$ cat src/rtl/ast_pkg.sv
// shared types, constants and saturation helpers for the agent steering core
// no dependencies; imported by ast_iter_unit and agent_steering_step_core
package ast_pkg;

  localparam int unsigned FRAC_BITS = 16;
  localparam int unsigned STOP_UNITS = 10;
  localparam int unsigned Z_TOP_UNITS = 200;

  typedef enum logic [2:0] {
    FN_UPDATE  = 3'd0,
    FN_BOUNCE  = 3'd1,
    FN_SEEK    = 3'd2,
    FN_FLEE    = 3'd3,
    FN_ARRIVE  = 3'd4,
    FN_PURSUE  = 3'd5,
    FN_SET_POS = 3'd6,
    FN_SET_VEL = 3'd7
  } func_e;

  typedef struct packed {
    logic        start;
    logic        is_sqrt;
    logic [63:0] num;
    logic [31:0] den;
  } iter_req_t;

  typedef struct packed {
    logic        done;
    logic [63:0] value;
  } iter_rsp_t;

  function automatic logic signed [31:0] sat32(input logic signed [63:0] v);
    logic signed [31:0] r;
    if (v > 64'sh0000_0000_7FFF_FFFF) r = 32'sh7FFF_FFFF;
    else if (v < -64'sh0000_0000_8000_0000) r = 32'sh8000_0000;
    else r = v[31:0];
    return r;
  endfunction

  function automatic logic signed [31:0] units(input logic [14:0] u);
    logic [63:0] w;
    w = 64'(u) << FRAC_BITS;
    return sat32(signed'(w));
  endfunction

endpackage

$ cat src/rtl/ast_iter_unit.sv
// shared iterative unit: one-bit-per-cycle unsigned divide and integer square root
// one 64-bit subtractor serves both; uses ast_pkg
module ast_iter_unit (
  input  logic              clk_i,
  input  logic              rst_ni,
  input  ast_pkg::iter_req_t req_i,
  output ast_pkg::iter_rsp_t rsp_o
);
  import ast_pkg::*;

  logic        busy_q, sqrt_q, done_q;
  logic [5:0]  cnt_q;
  logic [63:0] x_q, r_q, bit_q;
  logic [31:0] den_q;
  logic [32:0] rem_sh;
  logic [63:0] opa, opb;
  logic [64:0] diff;
  logic        ge;

  always_comb begin
    rem_sh = {r_q[31:0], x_q[63]};
    opa    = sqrt_q ? x_q : {31'b0, rem_sh};
    opb    = sqrt_q ? (r_q + bit_q) : {32'b0, den_q};
    diff   = {1'b0, opa} - {1'b0, opb};
    ge     = !diff[64];
  end

  always_ff @(posedge clk_i or negedge rst_ni) begin
    if (!rst_ni) begin
      busy_q <= 1'b0;
      done_q <= 1'b0;
      cnt_q  <= '0;
      sqrt_q <= 1'b0;
    end else begin
      done_q <= 1'b0;
      if (req_i.start) begin
        busy_q <= 1'b1;
        sqrt_q <= req_i.is_sqrt;
        cnt_q  <= req_i.is_sqrt ? 6'd31 : 6'd63;
      end else if (busy_q) begin
        cnt_q <= cnt_q - 6'd1;
        if (cnt_q == 6'd0) begin
          busy_q <= 1'b0;
          done_q <= 1'b1;
        end
      end
    end
  end

  always_ff @(posedge clk_i) begin
    if (req_i.start) begin
      x_q   <= req_i.num;
      r_q   <= '0;
      bit_q <= 64'h4000_0000_0000_0000;
      den_q <= req_i.den;
    end else if (busy_q) begin
      if (sqrt_q) begin
        if (ge) begin
          x_q <= diff[63:0];
          r_q <= (r_q >> 1) + bit_q;
        end else begin
          r_q <= r_q >> 1;
        end
        bit_q <= bit_q >> 2;
      end else begin
        x_q <= {x_q[62:0], ge};
        r_q <= ge ? {32'b0, diff[31:0]} : {32'b0, rem_sh[31:0]};
      end
    end
  end

  assign rsp_o.done  = done_q;
  assign rsp_o.value = sqrt_q ? r_q : x_q;

endmodule

$ cat config.mk
export PLATFORM = sky130hd
export DESIGN_NAME = ast_iter_unit
export DESIGN_NICKNAME = d
export VERILOG_FILES = /design/src/rtl/ast_pkg.sv /design/src/rtl/ast_iter_unit.sv
export SDC_FILE = /design/constraint.sdc
export NUM_CORES = 1
export LEC_CHECK = 0
export ABC_CLOCK_PERIOD_IN_PS = 9300
export BUFFER_PORTS_ARGS = -buffer_cell sky130_fd_sc_hd__buf_4
export CAP_MARGIN = 5
export CORE_MARGIN = 5
export CORE_UTILIZATION = 56
export CTS_CLUSTER_DIAMETER = 30
export CTS_CLUSTER_SIZE = 12
export DETAILED_ROUTE_END_ITERATION = 8
export HOLD_SLACK_MARGIN = 0.06
export PLACE_DENSITY = 0.78
export RECOVER_POWER = 50
export SLEW_MARGIN = 10
export SYNTH_ARGS = -nofsm -noshare
export SYNTH_HDL_FRONTEND = slang
export SYNTH_SLANG_ARGS = --single-unit
$ cat constraint.sdc
create_clock -name clk_i -period 9.3 [get_ports clk_i]
set_input_delay 0.93 -clock clk_i [delete_from_list [all_inputs] [get_ports clk_i]]
set_output_delay 0.93 -clock clk_i [all_outputs]
set_load 0.01 [all_outputs]
==> results of run 1 <==
cells by family after synthesis:
logic type	share of synthesized area, %
AND/OR/NAND/NOR	17.9
buffers and inverters	4.45
multiplexers	10.2
AO/OA/AOI/OAI	24.0
flip-flops	26.7
adder cells (fa/ha/maj)	9.21
XOR/XNOR	7.49
registers in the layout (all words and copies together) (netlist names):
signal  count
den_q      32
x_q        64
r_q        64
done_q      1
sqrt_q      1
bit_q      32
cnt_q       6
busy_q      1
how the worst max path moves through the flow:
| stage | from | end | cells after the start |
|---|---|---|---|
| after floorplan | r_q[2] | x_q[0] | 24 |
| after global placement | r_q[0] | x_q[47] | 23 |
| after detailed placement | r_q[4] | x_q[48] | 21 |
| after CTS | r_q[0] | x_q[53] | 23 |
| after global routing | r_q[0] | x_q[53] | 23 |
| final | r_q[0] | x_q[53] | 23 |
final cells by class:
cell class / count / area share, %
clock buffer: 74 / 7.65
clock inverter: 34 / 2.10
inverter: 40 / 0.681
multi-input combinational: 1926 / 58.9
sequential: 201 / 22.8
tap: 448 / 2.54
timing repair buffer: 180 / 5.35
per-layer routing:
metal	vias up	part of all wire [%]	track usage, %
met5	-	0	0
met1	8559	42	37.6
met3	133	6.9	5.22
met4	0	3.7	12.0
met2	732	47	48.9
li1	8719	-	-
layout by cell type (no fill, tap or decap), types with 63 or more instances in the layout:
cell,n
nand2_1,386
o21ai_0,205
ha_1,137
a21oi_1,134
nor2_1,105
xnor2_1,103
dfxtp_1,96
edfxtp_1,96
mux2_2,90
buf_4,85
a31oi_1,80
mux2i_1,78
a21o_1,65
clkbuf_16,63
clkbuf_1,63
power by group:
part,total [W],internal (W),switching (W)
clock network,0.00216,0.00155,0.000613
logic,0.00299,0.00125,0.00174
registers,0.00143,0.00117,0.000265
stage by stage:
| stage | utilization [%] | setup slack, ns |
|---|---|---|
| finish | 66.1 | 1.67 |
| CTS | 66.8 | 1.74 |
| global route | 66.1 | 1.26 |
| detailed placement | 60.3 | 1.83 |
| global placement | 60.3 | 1.98 |
| floorplan | - | 0.223 |
==> reports/summary.txt, run 1 <==
Area grow syn2layout: 17.1%
Cell Chain, Critical Path: ha_1 > ha_1 > a21o_1 > a31oi_1 > o21bai_1 > a221o_1 > a31oi_1 > buf_4 > o21ai_1 > inv_1 > o41ai_1 > nand2_1 > xnor2_1 > nand2_1 > ha_1 > nand4_1 > or4_1 > o21a_1 > o21a_1 > a2111o_1 > and2_4 > a31oi_4 > buf_12
TritonRoute pass-1 iters: 8
Worst Path Arrival: 7.90 ns
Crit path top cell by count: ha_1
Die H: 193 µm
Global route overflow: 0
Total power: 0.00658 W
Initial antenna violation count: 0
DP HPWL: 41.7 mm
Avg Cell Area, Syn: 8.06 µm²
Top cells by count, synth: nand2_1, o21ai_0, ha_1
Synth top area share: 15.3%
TritonCTS sink count: 201
P_leak: 9.07 nW
Ant diodes: 0
Depth of the CTS H-tree: 2
Final min period: 7.63 ns
Worst r2r dst: x_q[53]
Flop2flop setup slack: 1.67 ns
Fin area: 0.0221 mm²
# rows: 67
Crit path required time: 9.57 ns
Clock Path Buffers: 3
Die width: 193 µm
Largest cells by area after synthesis: edfxtp_1, dfxtp_1, ha_1, nand2_1, mux2_2
Routed WL: 57.9 mm
# fillers: 2876
Rel. slew slack: -130%
Routed vias: 18100
Setup CP Type: flop to flop
DRT iter0 DRCs: 1392
Multi-input gate area: 0.0130 mm²
Type of element capturing the critical path: flop
Synth area leader: edfxtp_1
Post-DR wirelength/cell: 19.9 µm
Synthesized area: 0.0188 mm²
Top-count cell post-synth: nand2_1
Synth Instances: 2335
Total GRT Usage: 29.3%
Clock root buffer: clkbuf_16
Hold WS: 0.295 ns
Hold Crit Class: input pin to async pin
# Post-CTS Setup Buffers: 0
Crit share post-route: 82.0%
Layout net count: 2644
Failing checks: max-capacitance violations, max-slew violations
MaxCap Viol Count: 4
Post-synth EDFFs: 96
TritonCTS clock tree: yes
Status: finished with violations
Port Buf Inserts: 164
Drt drc: 0
Placed cell count: 2795
Core Footprint: 0.0334 mm²
Slew @ Worst Pin: 3.45 ns
Global-route wire length before repair: 91.9 mm
Final cell count without fillers: 2903
Register area share after synthesis: 26.7%
Fraction of registers with async set/reset: 4.48%
Clk_skew: 0.0140 ns
Vias per cell: 6.25
Buf/Inv on CP: 3
Inserted Clock Buffers: 57
Yosys warning total: 0
Ports: 165
Setup TNS Final: 0 ns
Fmax: 131 MHz
Worst path slowest cell: a31oi_4
Clk Latency, worst-skew pair: 0.59 ns
Final number of setup-violating endpoints: 0
Layout cells sized above 1: 14.3%
Synth Register Bits: 201
VDD IR max: 0.000227 V
R2R depth: 23
Power Density: 299 mW/mm²
Vias in the first global route: 17600
RSZ-0062 raised after global routing: no
Die area: 0.0374 mm²
RD Place Congestion: 1.03
Synth cell types: 82
Most used flip-flop cell after synthesis: edfxtp_1
Final Hold Vio Count: 0
CTS Hold Bufs: 0
ANT nets after route: 0
Reg area: 0.00503 mm²
Clk slew on worst S/H paths: 0.05 ns
Starting Density: 56.4%
Placed Area: 0.0201 mm²
RR Startpoint: r_q[0]
Largest net degree at the start of global routing: 164
Post-CTS resize count: 0
Worst-path maximum fanout: 65
Worst setup SP type: flop
Fin. max-slew vios: 274
Critical path's top delay family: compound AO/OA/AOI/OAI gates
Post-synth net total: 2573
Crit-path max cell delay: 0.94 ns
Note: power is estimated with default switching activity, not from simulation.
==> run 2: changes to the inputs <==
ABC_CLOCK_PERIOD_IN_PS = 6960   (was 9300)
clock period = 6.96 ns   (was 9.3 ns; I/O delays follow)
==> reports/summary.txt, run 2 (synthesized netlist as in run 1, its figures left out) <==
P_leak: 9.36 nW
Worst setup margin: 0.310 ns
Vias in the first global route: 17900
Routed vias: 18500
Die H: 193 µm
Layout net count: 2667
Flop2flop setup slack: 0.31 ns
ANT nets after route: 0
Clock Path Buffers: 3
Global-route wire length before repair: 92.3 mm
Routed WL: 57.3 mm
Setup TNS Final: 0 ns
Ports: 165
Power Density: 392 mW/mm²
Clk Latency, worst-skew pair: 0.60 ns
Fin. max-slew vios: 0
Global route overflow: 0
Total GRT Usage: 29.1%
Final Hold Vio Count: 0
# rows: 67
DRT iter0 DRCs: 1520
Drt drc: 0
Die width: 193 µm
Fmax: 150 MHz
Vias per cell: 6.33
Worst r2r dst: x_q[32]
VDD IR max: 0.000281 V
Worst Path Arrival: 6.91 ns
Rel. slew slack: 16.6%
Hold EP: den_q[5]
Total power: 0.00876 W
Hold Crit Class: input pin to flop
Final cell count without fillers: 2921
Status: finished, final reports clean
Commonest non-fill, non-tap cells in the layout: nand2_1, o21ai_0, buf_4
Final min period: 6.65 ns
RD Place Congestion: 0.983
Post-DR wirelength/cell: 19.6 µm
Worst-path maximum fanout: 32
Worst setup SP type: flop
# fillers: 2786
RR Startpoint: bit_q[2]
Clock root buffer: clkbuf_16
Biggest regs: r_q x64, x_q x64
RSZ-0062 raised after global routing: yes
Hold_sp: req_i[5]
Pre-CTS setup slack: 0.349 ns
Core Footprint: 0.0334 mm²
Commonest non-fill, non-tap cell in the layout: nand2_1
Clk slew on worst S/H paths: 0.05 ns
Inserted Clock Buffers: 54
Port Buf Inserts: 164
Crit path required time: 7.22 ns
Depth of the CTS H-tree: 2
Starting Density: 56.4%
Type of element capturing the critical path: flop
Die area: 0.0374 mm²
DP HPWL: 41.3 mm
Largest net degree at the start of global routing: 165
Slew @ Worst Pin: 1.24 ns
Layout cells sized above 1: 17.8%
Clk_skew: 0.0321 ns
Initial antenna violation count: 0
TritonCTS sink count: 201
MaxCap Viol Count: 0
Area grow syn2layout: 18.8%
Final number of setup-violating endpoints: 0
Placed cell count: 2819
Hold path depth: 1
Crit share post-route: 95.5%
Final Util: 67.0%
Ant diodes: 0
R2R depth: 21
TritonRoute pass-1 iters: 5
TritonCTS clock tree: yes
Setup CP Type: flop to flop
run 2: cell types whose count changed in the layout (fill, tap and decap cells not counted), sizes merged:
cell / before / now
buf: 89 / 172
bufinv: 10 / 6
clkbuf: 165 / 103
clkinv: 19 / 16
clkinvlp: 4 / 2
dlygate4sd3: 0 / 1
inv: 41 / 46
run 2: through the flow:
| stage | cell area, µm² | hold slack, ns |
|---|---|---|
| 4_1_cts | 22300 | 0.250 |
| 2_1_floorplan | 18800 | 0.400 |
| 6_report | 22400 | 0.294 |
| 5_1_grt | 22400 | 0.279 |
| 3_5_place_dp | 20400 | 0.494 |
| 3_3_place_gp | 20400 | 0.465 |
run 2: critical path: stages, from the launching register on:
cell and delay, ns:
dfxtp_1 0.33, ha_1 0.33, nand3_1 0.20, a211oi_4 0.40, a21oi_2 0.17, o311ai_4 0.44
a31oi_2 0.22, o21ba_2 0.30, o21ai_1 0.27, a21boi_0 0.25, o21ai_0 0.29, xor2_1 0.17
nand2_1 0.07, ha_1 0.44, nand2_1 0.13, or4_1 0.54, nor2_1 0.13, o2111ai_1 0.17
a2111o_1 0.55, and2_4 0.31, a31oi_4 0.29, buf_12 0.24
run 2: final cells by class:
class / instances / area, µm² / share of cell area (%)
well taps: 448 / 561 / 2.51
clock inverters: 30 / 395 / 1.77
clock buffers: 70 / 1560 / 6.96
multi-input cells: 1926 / 13000 / 58.2
flip-flops and latches: 201 / 5030 / 22.5
repair buffers: 206 / 1650 / 7.37
inverters: 40 / 150 / 0.671
run 2: where the power goes:
| group | switching [W] | leakage (nW) | internal [W] |
|---|---|---|---|
| sequential | 0.000310 | 1.87 | 0.00156 |
| combinational | 0.00241 | 6.53 | 0.00185 |
| clock | 0.000827 | 0.957 | 0.00180 |
run 2: what timing repair did:
item / 4_1_cts / 5_1_grt
endpoints found under the hold margin: 9 / 0
setup endpoints to repair: 0 / 107
hold buffers: 1 / 0
gates resized for setup: 0 / 8
buffers inserted: 0 / 1
run 2: per-layer routing:
layer	part of all wire [%]	vias up	GRT usage [%]
met4	4.3	0	12.7
met3	7.2	170	4.75
li1	-	8741	-
met2	47	811	48.1
met5	0	-	0
met1	42	8763	37.6
run 2: worst max path at each step:
stage | end | slack [ns] | startpoint | cells past startpoint
final | x_q[32] | 0.31 | bit_q[2] | 21
after global routing | r_q[25] | -0.03 | bit_q[2] | 23
after CTS | x_q[33] | 0.25 | bit_q[2] | 21
after detailed placement | x_q[36] | 0.35 | r_q[0] | 22
after global placement | x_q[37] | 0.45 | r_q[0] | 22
after floorplan | x_q[0] | 0.04 | r_q[2] | 24
==> run 3: changes to the inputs <==
MAX_ROUTING_LAYER = met4   (was default)
SETUP_SLACK_MARGIN = 0.4   (was default)
==> reports/summary.txt, run 3 (synthesized netlist as in run 1, its figures left out) <==
GRT met2 Usage: 49.8%
Crit share post-route: 92.9%
Inserted Clock Buffers: 54
Worst setup margin: 0.498 ns
Global route overflow: 0
Die width: 193 µm
Worst path slowest cell: a221o_1
Starting Density: 56.4%
Worst Path Arrival: 6.75 ns
Die area: 0.0374 mm²
Placed Area: 0.0204 mm²
Combinational share of power: 48.8%
DRT iter0 DRCs: 1647
Final number of setup-violating endpoints: 0
DP HPWL: 42.2 mm
ANT nets after route: 0
Ports: 165
Fmax: 155 MHz
Sequential share of power: 21.6%
Clk slew on worst S/H paths: 0.05 ns
Biggest regs: r_q x64, x_q x64
# rows: 67
Layout net count: 2677
TritonCTS sink count: 201
Clock root buffer: clkbuf_16
Met3 global-route usage: 4.71%
Core Footprint: 0.0334 mm²
Final Hold Vio Count: 0
Placed cell count: 2820
Clk_skew: 0.0391 ns
Vias per cell: 6.25
Rel. slew slack: -123%
Clk network pwr share: 29.6%
Depth of the CTS H-tree: 2
Hold Crit Class: input pin to flop
Final cell count without fillers: 2932
Worst setup SP type: flop
Multi-input gate area: 0.0132 mm²
Total GRT Usage: 30.5%
Net Switching: 0.00359 W
RSZ-0062 raised after global routing: no
Routed vias: 18300
Power Density: 390 mW/mm²
Crit-path max cell delay: 0.43 ns
Int Pwr: 0.00510 W
Type of element capturing the critical path: flop
Failing checks: max-capacitance violations, max-slew violations
Crit path required time: 7.24 ns
MaxCap Viol Count: 3
Layout cells sized above 1: 16.1%
RD Place Congestion: 1.02
Initial antenna violation count: 0
Commonest non-fill, non-tap cells in the layout: nand2_1, o21ai_0, a21oi_1
Area grow syn2layout: 18.4%
Worst-path maximum fanout: 7
Pre-CTS setup slack: 0.283 ns
Fin area: 0.0223 mm²
Critical path's top delay family: compound AO/OA/AOI/OAI gates
Buf/Inv on CP: 2
P_leak: 9.13 nW
Reg area: 0.00504 mm²
Port Buf Inserts: 164
Post-DR wirelength/cell: 20.0 µm
Vias in the first global route: 18000
Clock Path Buffers: 3
Fin. max-slew vios: 197
VDD IR max: 0.000297 V
Global-route met1 utilization: 38.4%
Clk Latency, worst-skew pair: 0.60 ns
# fillers: 2883
Commonest non-fill, non-tap cell in the layout: nand2_1
Setup TNS Final: 0 ns
Final min period: 6.46 ns
Largest net degree at the start of global routing: 126
Die H: 193 µm
Status: finished with violations
Gr busiest metal: met2
Switching share of total power: 41.3%
Setup CP Type: flop to flop
Drt drc: 0
Slew @ Worst Pin: 3.35 ns
Ant diodes: 0
TritonCTS clock tree: yes
Routed WL: 58.7 mm
TritonRoute pass-1 iters: 6
Global-route wire length before repair: 93.3 mm
==> run 3: cell count changes in the layout (fill, tap and decap cells not counted), sizes merged <==
cell,change
and2,+2
clkinvlp,+2
inv,-6
clkbuf,+64
clkinv,+5
buf,-56
==> run 3: final cells by class <==
class,count,share of cell area [%]
Clock buffer,70,6.85
Clock inverter,31,1.77
Inverter,40,0.674
Multi-Input combinational cell,1928,59.2
Sequential cell,201,22.6
Tap cell,448,2.52
Timing Repair Buffer,214,6.42
==> run 3: worst register-to-register path: cells and delay by family (launching register included) <==
kind                     cells  cell delay [ns]
AO/OA/AOI/OAI               14             3.32
AND/OR/NAND/NOR              6             0.85
buffers and inverters        2             0.37
adder cells (fa/ha/maj)      3             0.92
flip-flops                   1             0.34
XOR/XNOR                     2             0.31
==> run 3: metal layers <==
layer  vias up  wire length, µm
li1       8770                -
met1      8563            24500
met2       838            27600
met3       168             4340
met4         0             2290
met5         -                0
==> run 3: final timing paths <==
| check | slack [ns] | from | depth (start not counted) | endpoint |
|---|---|---|---|---|
| setup reg to reg | 0.50 | r_q[0] | 27 | x_q[59] |
| hold / removal | 0.29 | req_i[1] | 1 | den_q[1] |
| hold reg to reg | 0.49 | bit_q[18] | 2 | bit_q[16] |
| setup / recovery | 0.50 | r_q[0] | 27 | x_q[59] |
| max in group asynchronous | 6.04 | rst_ni | 2 | sqrt_q |
| min in group asynchronous | 0.55 | rst_ni | 2 | cnt_q[0] |
==> run 3: timing repair <==
item,4_1_cts,5_1_grt
gates cloned,1,1
resized for setup,1,31
endpoints found under the setup margin,79,141
hold endpoints to repair,9,0
setup buffers,2,6
hold buffers,1,0
pin swaps,1,7
==> run 3: power by group through the flow <==
stage	Combinational, W	Sequential, W	Clock [W]
floorplan	0.00313	0.00169	0
global placement	0.00405	0.00186	0
detailed placement	0.00413	0.00187	0
CTS	0.00419	0.00186	0.00260
global route	0.00458	0.00191	0.00266
finish	0.00425	0.00188	0.00257
==> run 3: metrics by stage <==
stage / hold slack (ns) / util, % / power [W]
6_report: 0.289 / 66.8 / 0.00869
5_1_grt: 0.271 / 66.8 / 0.00915
4_1_cts: 0.242 / 67.0 / 0.00865
3_5_place_dp: 0.493 / 61.1 / 0.00600
3_3_place_gp: 0.466 / 61.1 / 0.00591
2_1_floorplan: 0.400 / - / 0.00482
